### config.mk
export PLATFORM = sky130hd
export DESIGN_NAME = cnfg_div
export DESIGN_NICKNAME = d
export VERILOG_FILES = /design/src/rtl/cnfg_pkg.sv /design/src/rtl/cnfg_div.sv
export SDC_FILE = /design/constraint.sdc
export NUM_CORES = 2
export LEC_CHECK = 0
export BUFFER_PORTS_ARGS = -buffer_cell sky130_fd_sc_hd__buf_4
export CAP_MARGIN = 30
export CELL_PAD_IN_SITES_DETAIL_PLACEMENT = 1
export CELL_PAD_IN_SITES_GLOBAL_PLACEMENT = 2
export CORE_AREA = 2 2 468 517
export DETAILED_ROUTE_END_ITERATION = 12
export DIE_AREA = 0 0 470 519
export PLACE_DENSITY_LB_ADDON = 0.15
export SLEW_MARGIN = 20
export SYNTH_ARGS = -nofsm -noshare
export SYNTH_HDL_FRONTEND = slang
export SYNTH_SLANG_ARGS = --single-unit
### constraint.sdc
create_clock -name clk -period 4.39 [get_ports clk]
set_input_delay 0.439 -clock clk [delete_from_list [all_inputs] [get_ports clk]]
set_output_delay 0.439 -clock clk [all_outputs]
set_load 0.01 [all_outputs]
### src/rtl/cnfg_pkg.sv
// Shared types and constants for the cylinder Nusselt number pipeline.
// Holds field widths, band codes and the Q30 fit coefficients; no dependencies.
package cnfg_pkg;

  localparam int GR_FRAC_BITS_DEF = 26;
  localparam int NU_FRAC_BITS_DEF = 24;

  localparam int GR_W   = 53;
  localparam int NU_W   = 32;
  localparam int BAND_W = 3;

  // Fourth root carries 22 fraction bits; blend weights carry 16.
  localparam int XF      = 22;
  localparam int WGT_W   = 16;
  // Width of the root used by the polynomial fits and of the fit values.
  localparam int XC_W    = 27;
  localparam int VAL_W   = 40;
  localparam int KTOP_W  = 29;
  localparam int ROOT_IN = 88;

  typedef enum logic [BAND_W-1:0] {
    BAND_ZERO    = 3'd0,
    BAND_TOP     = 3'd1,
    BAND_TOP_MIX = 3'd2,
    BAND_CUBIC   = 3'd3,
    BAND_MID_MIX = 3'd4,
    BAND_QA      = 3'd5,
    BAND_LOW_MIX = 3'd6,
    BAND_QB      = 3'd7
  } band_t;

  localparam logic [KTOP_W-1:0] K_TOP =
    KTOP_W'(((64'd395 << 27) + 64'd125 / 64'd2) / 64'd125);

  localparam logic signed [VAL_W-1:0] K_CUB0 =
    VAL_W'(((64'd1036258122680 << 18) + 64'd244140625 / 64'd2) / 64'd244140625);
  localparam logic signed [VAL_W-1:0] K_CUB1 =
    VAL_W'(((64'd3740943660128 << 17) + 64'd1220703125 / 64'd2) / 64'd1220703125);
  localparam logic signed [VAL_W-1:0] K_CUB2 =
    VAL_W'(-(((64'd4319246132012 << 15) + 64'd30517578125 / 64'd2) / 64'd30517578125));
  localparam logic signed [VAL_W-1:0] K_CUB3 =
    VAL_W'(((64'd1247228303931 << 14) + 64'd152587890625 / 64'd2) / 64'd152587890625);

  localparam logic signed [VAL_W-1:0] K_QA0 =
    VAL_W'(((64'd3625104307573 << 17) + 64'd1220703125 / 64'd2) / 64'd1220703125);
  localparam logic signed [VAL_W-1:0] K_QA1 =
    VAL_W'(((64'd8127569162631 << 17) + 64'd1220703125 / 64'd2) / 64'd1220703125);
  localparam logic signed [VAL_W-1:0] K_QA2 =
    VAL_W'(-(((64'd7526734702040 << 16) + 64'd6103515625 / 64'd2) / 64'd6103515625));

  localparam logic signed [VAL_W-1:0] K_QB0 =
    VAL_W'(((64'd4290799517673 << 17) + 64'd1220703125 / 64'd2) / 64'd1220703125);
  localparam logic signed [VAL_W-1:0] K_QB1 =
    VAL_W'(((64'd5356760861151 << 17) + 64'd1220703125 / 64'd2) / 64'd1220703125);
  localparam logic signed [VAL_W-1:0] K_QB2 =
    VAL_W'(((64'd1352439621176 << 17) + 64'd1220703125 / 64'd2) / 64'd1220703125);

endpackage

### src/rtl/cnfg_div.sv
// Pipelined restoring divider producing the blend weight, one quotient bit a stage.
// Uses cnfg_pkg for the weight width; the divisor travels with each item.
module cnfg_div #(
  parameter int DW = 53,
  parameter int SW = 8
) (
  input  logic          clk,
  input  logic          rst,
  input  logic          in_valid,
  input  logic [DW-1:0] num,
  input  logic [DW-1:0] den,
  input  logic [SW-1:0] in_side,
  output logic          out_valid,
  output logic [cnfg_pkg::WGT_W-1:0] quo,
  output logic [SW-1:0] out_side
);

  localparam int QW = cnfg_pkg::WGT_W;

  logic          vld  [0:QW];
  logic [DW-1:0] rem  [0:QW];
  logic [DW-1:0] dsr  [0:QW];
  logic [QW-1:0] q    [0:QW];
  logic [SW-1:0] side [0:QW];

  assign vld[0]  = in_valid;
  assign rem[0]  = num;
  assign dsr[0]  = den;
  assign q[0]    = '0;
  assign side[0] = in_side;

  for (genvar i = 0; i < QW; i++) begin : g_stage
    logic [DW:0] t;
    logic [DW:0] diff;
    logic        ge;

    // The remainder stays below the divisor, so the doubled value fits DW+1 bits.
    always_comb begin
      t    = {rem[i], 1'b0};
      diff = t - {1'b0, dsr[i]};
      ge   = (t >= {1'b0, dsr[i]});
    end

    always_ff @(posedge clk) begin
      if (rst) begin
        vld[i+1] <= 1'b0;
      end else begin
        vld[i+1] <= vld[i];
      end
      rem[i+1]  <= ge ? diff[DW-1:0] : t[DW-1:0];
      dsr[i+1]  <= dsr[i];
      q[i+1]    <= {q[i][QW-2:0], ge};
      side[i+1] <= side[i];
    end
  end

  assign out_valid = vld[QW];
  assign quo       = q[QW];
  assign out_side  = side[QW];

endmodule

==> results.py <==
metrics = {
    "global_route": {
        "grt_use_met3_pct": 2.293,
        "grt_antenna_before_repair": 6,
        "grt_pass1_wl_um": 464600,
        "grt_pass1_vias": 85620,
        "grt_util_met2_pct": 47.86,
        "grtUsageTotal_pct": 23.96,
        "overflow": 0,
        "met1_usage_pct": 22.19,
        "grt_max_degree": 69,
        "top_usage_layer": "met2",
    },
    "pwr": {
        "power_leakage_nw": 50.66,
        "finalPower_mw": 93.81,
        "p_per_area_nw_per_um2": 852.1,
        "vdd_drop_max_v": 0.0003571,
    },
    "sta": {
        "fin_setup_tns_ps": 0,
        "drv_slew": 0,
        "fmax_ghz": 0.2323,
        "hold_violations": 0,
        "period_needed_ps": 4304,
        "max_slew.worst_pin.slew_ps": 1008,
        "setup_violations": 0,
        "rsz0062_at_grt": "no",
        "fin_crit_sh_pct": 98.04,
        "skew_ps": 75.22,
        "slew_headroom_pct": 32.09,
    },
    "yosys": {
        "ys.flop_type": "dfxtp_1",
        "synth.distinct_cells": 110,
        "ys_seq_area_share_pct": 39.42,
        "synth_edf_count": 0,
        "syn_inst": 10900,
        "syn_area_um2": 94970,
        "async_reset_ff_share_pct": 0,
        "ys_ff_latch": 1870,
        "yosysWarnings": 0,
        "synth_area_per_cell_um2": 8.712,
        "synth_nets": 11880,
    },
    "worst_setup_path": {
        "reg2reg_slack_ps": 90,
        "worstSetupPathType": "register to register",
        "arrival_ps": 4990,
        "critPathMaxFanout": 68,
        "max_stage_delay_ps": 610,
        "cp_cell_sequence": "inv_1 -> ha_1 -> nor2b_1 -> o31ai_1 -> a21oi_1 -> nor4_1 -> nor3b_2 -> a21oi_2 -> o21ai_1 -> o41ai_2 -> o31a_2 -> buf_12 -> o21ai_0",
        "startpoint_type": "register",
        "slowest_stage": "nor4_1",
        "cp-end-kind": "register",
        "crit_required_ps": 5080,
    },
    "die": {
        "rows": 189,
        "die_height_um": 519,
        "core_area_um2": 239300,
        "die_width_um": 470,
        "start_util_pct": 39.68,
        "dieArea_um2": 243900,
        "boundaryPins": 142,
    },
    "clock_network": {
        "cts_tree": "done",
        "max-clock-path-buffers": 4,
        "cts_buffers": 212,
        "root_buffer": "clkbuf_16",
        "cts_max_level": 4,
        "clk_latency_ps": 890,
        "clk_pin_slew_ps": 60,
        "ctsResizeCount": 0,
        "clock-sinks": 1870,
        "postCtsSetupRepairBufs": 0,
        "hold_buffers": 116,
    },
    "routing": {
        "vias": 77710,
        "routedWlPerCell_um": 20.23,
        "postRouteAntennaNets": 0,
        "firstDrtPassIters": 5,
        "wl_um": 298400,
        "post-route-drc-count": 0,
        "drtIter0Drc": 2696,
        "viasPerCell": 5.269,
    },
    "worst_hold_path": {
        "hp-class": "input pin to register",
    },
    "layout": {
        "fin_util_pct": 46.00,
        "final_area_um2": 110100,
        "final_common_cell": "dfxtp_1",
        "nNetsFinal": 12400,
        "drive_gt1_share_pct": 11.02,
        "final_cell_mix": "dfxtp_1 (1870), inv_1 (1077), a21oi_1 (1060), nand2_1 (880), ha_1 (847)",
        "syn_to_final_growth_pct": 15.92,
    },
    "placement": {
        "gp_congestion": 0.9164,
        "port_buffers": 141,
        "hpwl_um": 246700,
        "dpl_cell_area_um2": 101800,
    },
    "outcome": {
        "outcome": "finished clean",
    },
    "flow_run": {
        "maxCapViolCount": 0,
    },
}
[flip-flops by register name, summed over array words and instances, names as in the netlist]
| register | count |
|---|---|
| quo | 16 |
| vld | 15 |
| out_valid | 1 |
| q | 120 |
| dsr | 795 |
| g_stage.t | 795 |
| out_side | 8 |
| side | 120 |
[cell usage after synthesis, types with 31 or more instances]
| master | count | share of area (%) |
|---|---|---|
| and2_1 | 45 | 0.30 |
| nor3_1 | 118 | 0.62 |
| nand2b_1 | 110 | 0.72 |
| and3_1 | 86 | 0.57 |
| o21ai_0 | 774 | 4.1 |
| xnor2_1 | 425 | 3.9 |
| nand3_1 | 176 | 0.93 |
| o21a_1 | 87 | 0.69 |
| nor2_1 | 646 | 2.6 |
| dfxtp_1 | 1870 | 39 |
| inv_1 | 1077 | 4.3 |
| a21o_1 | 430 | 3.4 |
| nor2b_1 | 125 | 0.82 |
| buf_4 | 43 | 0.34 |
| nor4_1 | 46 | 0.30 |
| ha_1 | 847 | 11 |
| o31a_1 | 33 | 0.30 |
| o211ai_1 | 44 | 0.35 |
| a31oi_1 | 111 | 0.73 |
| buf_2 | 71 | 0.37 |
| clkbuf_1 | 253 | 1.0 |
| a221oi_1 | 31 | 0.29 |
| a21boi_0 | 32 | 0.25 |
| nand4_1 | 203 | 1.3 |
| a211oi_1 | 66 | 0.52 |
| o21bai_1 | 167 | 1.3 |
| o31ai_1 | 61 | 0.48 |
| a21oi_1 | 1061 | 5.6 |
| mux2_2 | 229 | 2.7 |
| xor2_1 | 284 | 2.6 |
| nand2_1 | 882 | 3.5 |
[routing by layer]
metal  wire, um  up-vias
met4      25220        0
met3       5980      779
met2     160900     1108
met1     106300    36920
li1           -    38910
met5          0        -
[where the power goes]
part / internal (mW) / switching (mW) / total, mW / leakage (nW)
clock: 10.6 / 7.15 / 17.8 / 3.49
sequential: 22.3 / 2.88 / 25.2 / 15.8
combinational: 21.7 / 29.2 / 50.9 / 31.4
[kinds of logic after synthesis]
kind of cell	Yosys count	share of synthesized area, %
AO/OA/AOI/OAI	3169	20.74
XOR/XNOR	709	6.539
adder cells (fa/ha/maj)	862	11.48
buffers and inverters	1466	6.140
flip-flops	1870	39.42
multiplexers	246	2.912
AND/OR/NAND/NOR	2579	12.77
[stage by stage]
stage / hold WS (ps) / instances / setup WS [ps]
2_1_floorplan: 309.6 / 10900 / 1046
3_3_place_gp: 309.5 / 14240 / 111.0
3_5_place_dp: 313.2 / 14240 / 237.5
4_1_cts: 127.6 / 14730 / 186.8
5_1_grt: 151.9 / 14750 / 6.290
6_report: 197.4 / 14750 / 85.83
[worst paths after layout]
path,from,depth (start not counted),end
worst max-delay path,dsr[797]$_DFF_P_,13,g_stage[2].t[24]$_DFF_P_
worst min-delay path,den[8],2,dsr[803]$_DFF_P_
worst max register to register,dsr[797]$_DFF_P_,13,g_stage[2].t[24]$_DFF_P_
worst min register to register,dsr[652]$_DFF_P_,0,dsr[599]$_DFF_P_
[critical path, delay by kind of cell, from the launching register on]
kind                       cells  cell delay [ps]
and+or+nand+nor                3             1060
DFF                            1              320
buffers and inverters          2              310
AOI/OAI and AO/OA              7             1990
adders and majority gates      1              350
[cell type report]
class	count	area [um^2]
repair buffers	692	5729
inverters	1077	4043
clock buffers	291	6135
flip-flops and latches	1870	37440
fillers	27710	129200
multi-input cells	7565	51830
diodes	15	37.54
clock inverters	88	935.9
well taps	3151	3943
(Power assumes the default switching activity.)
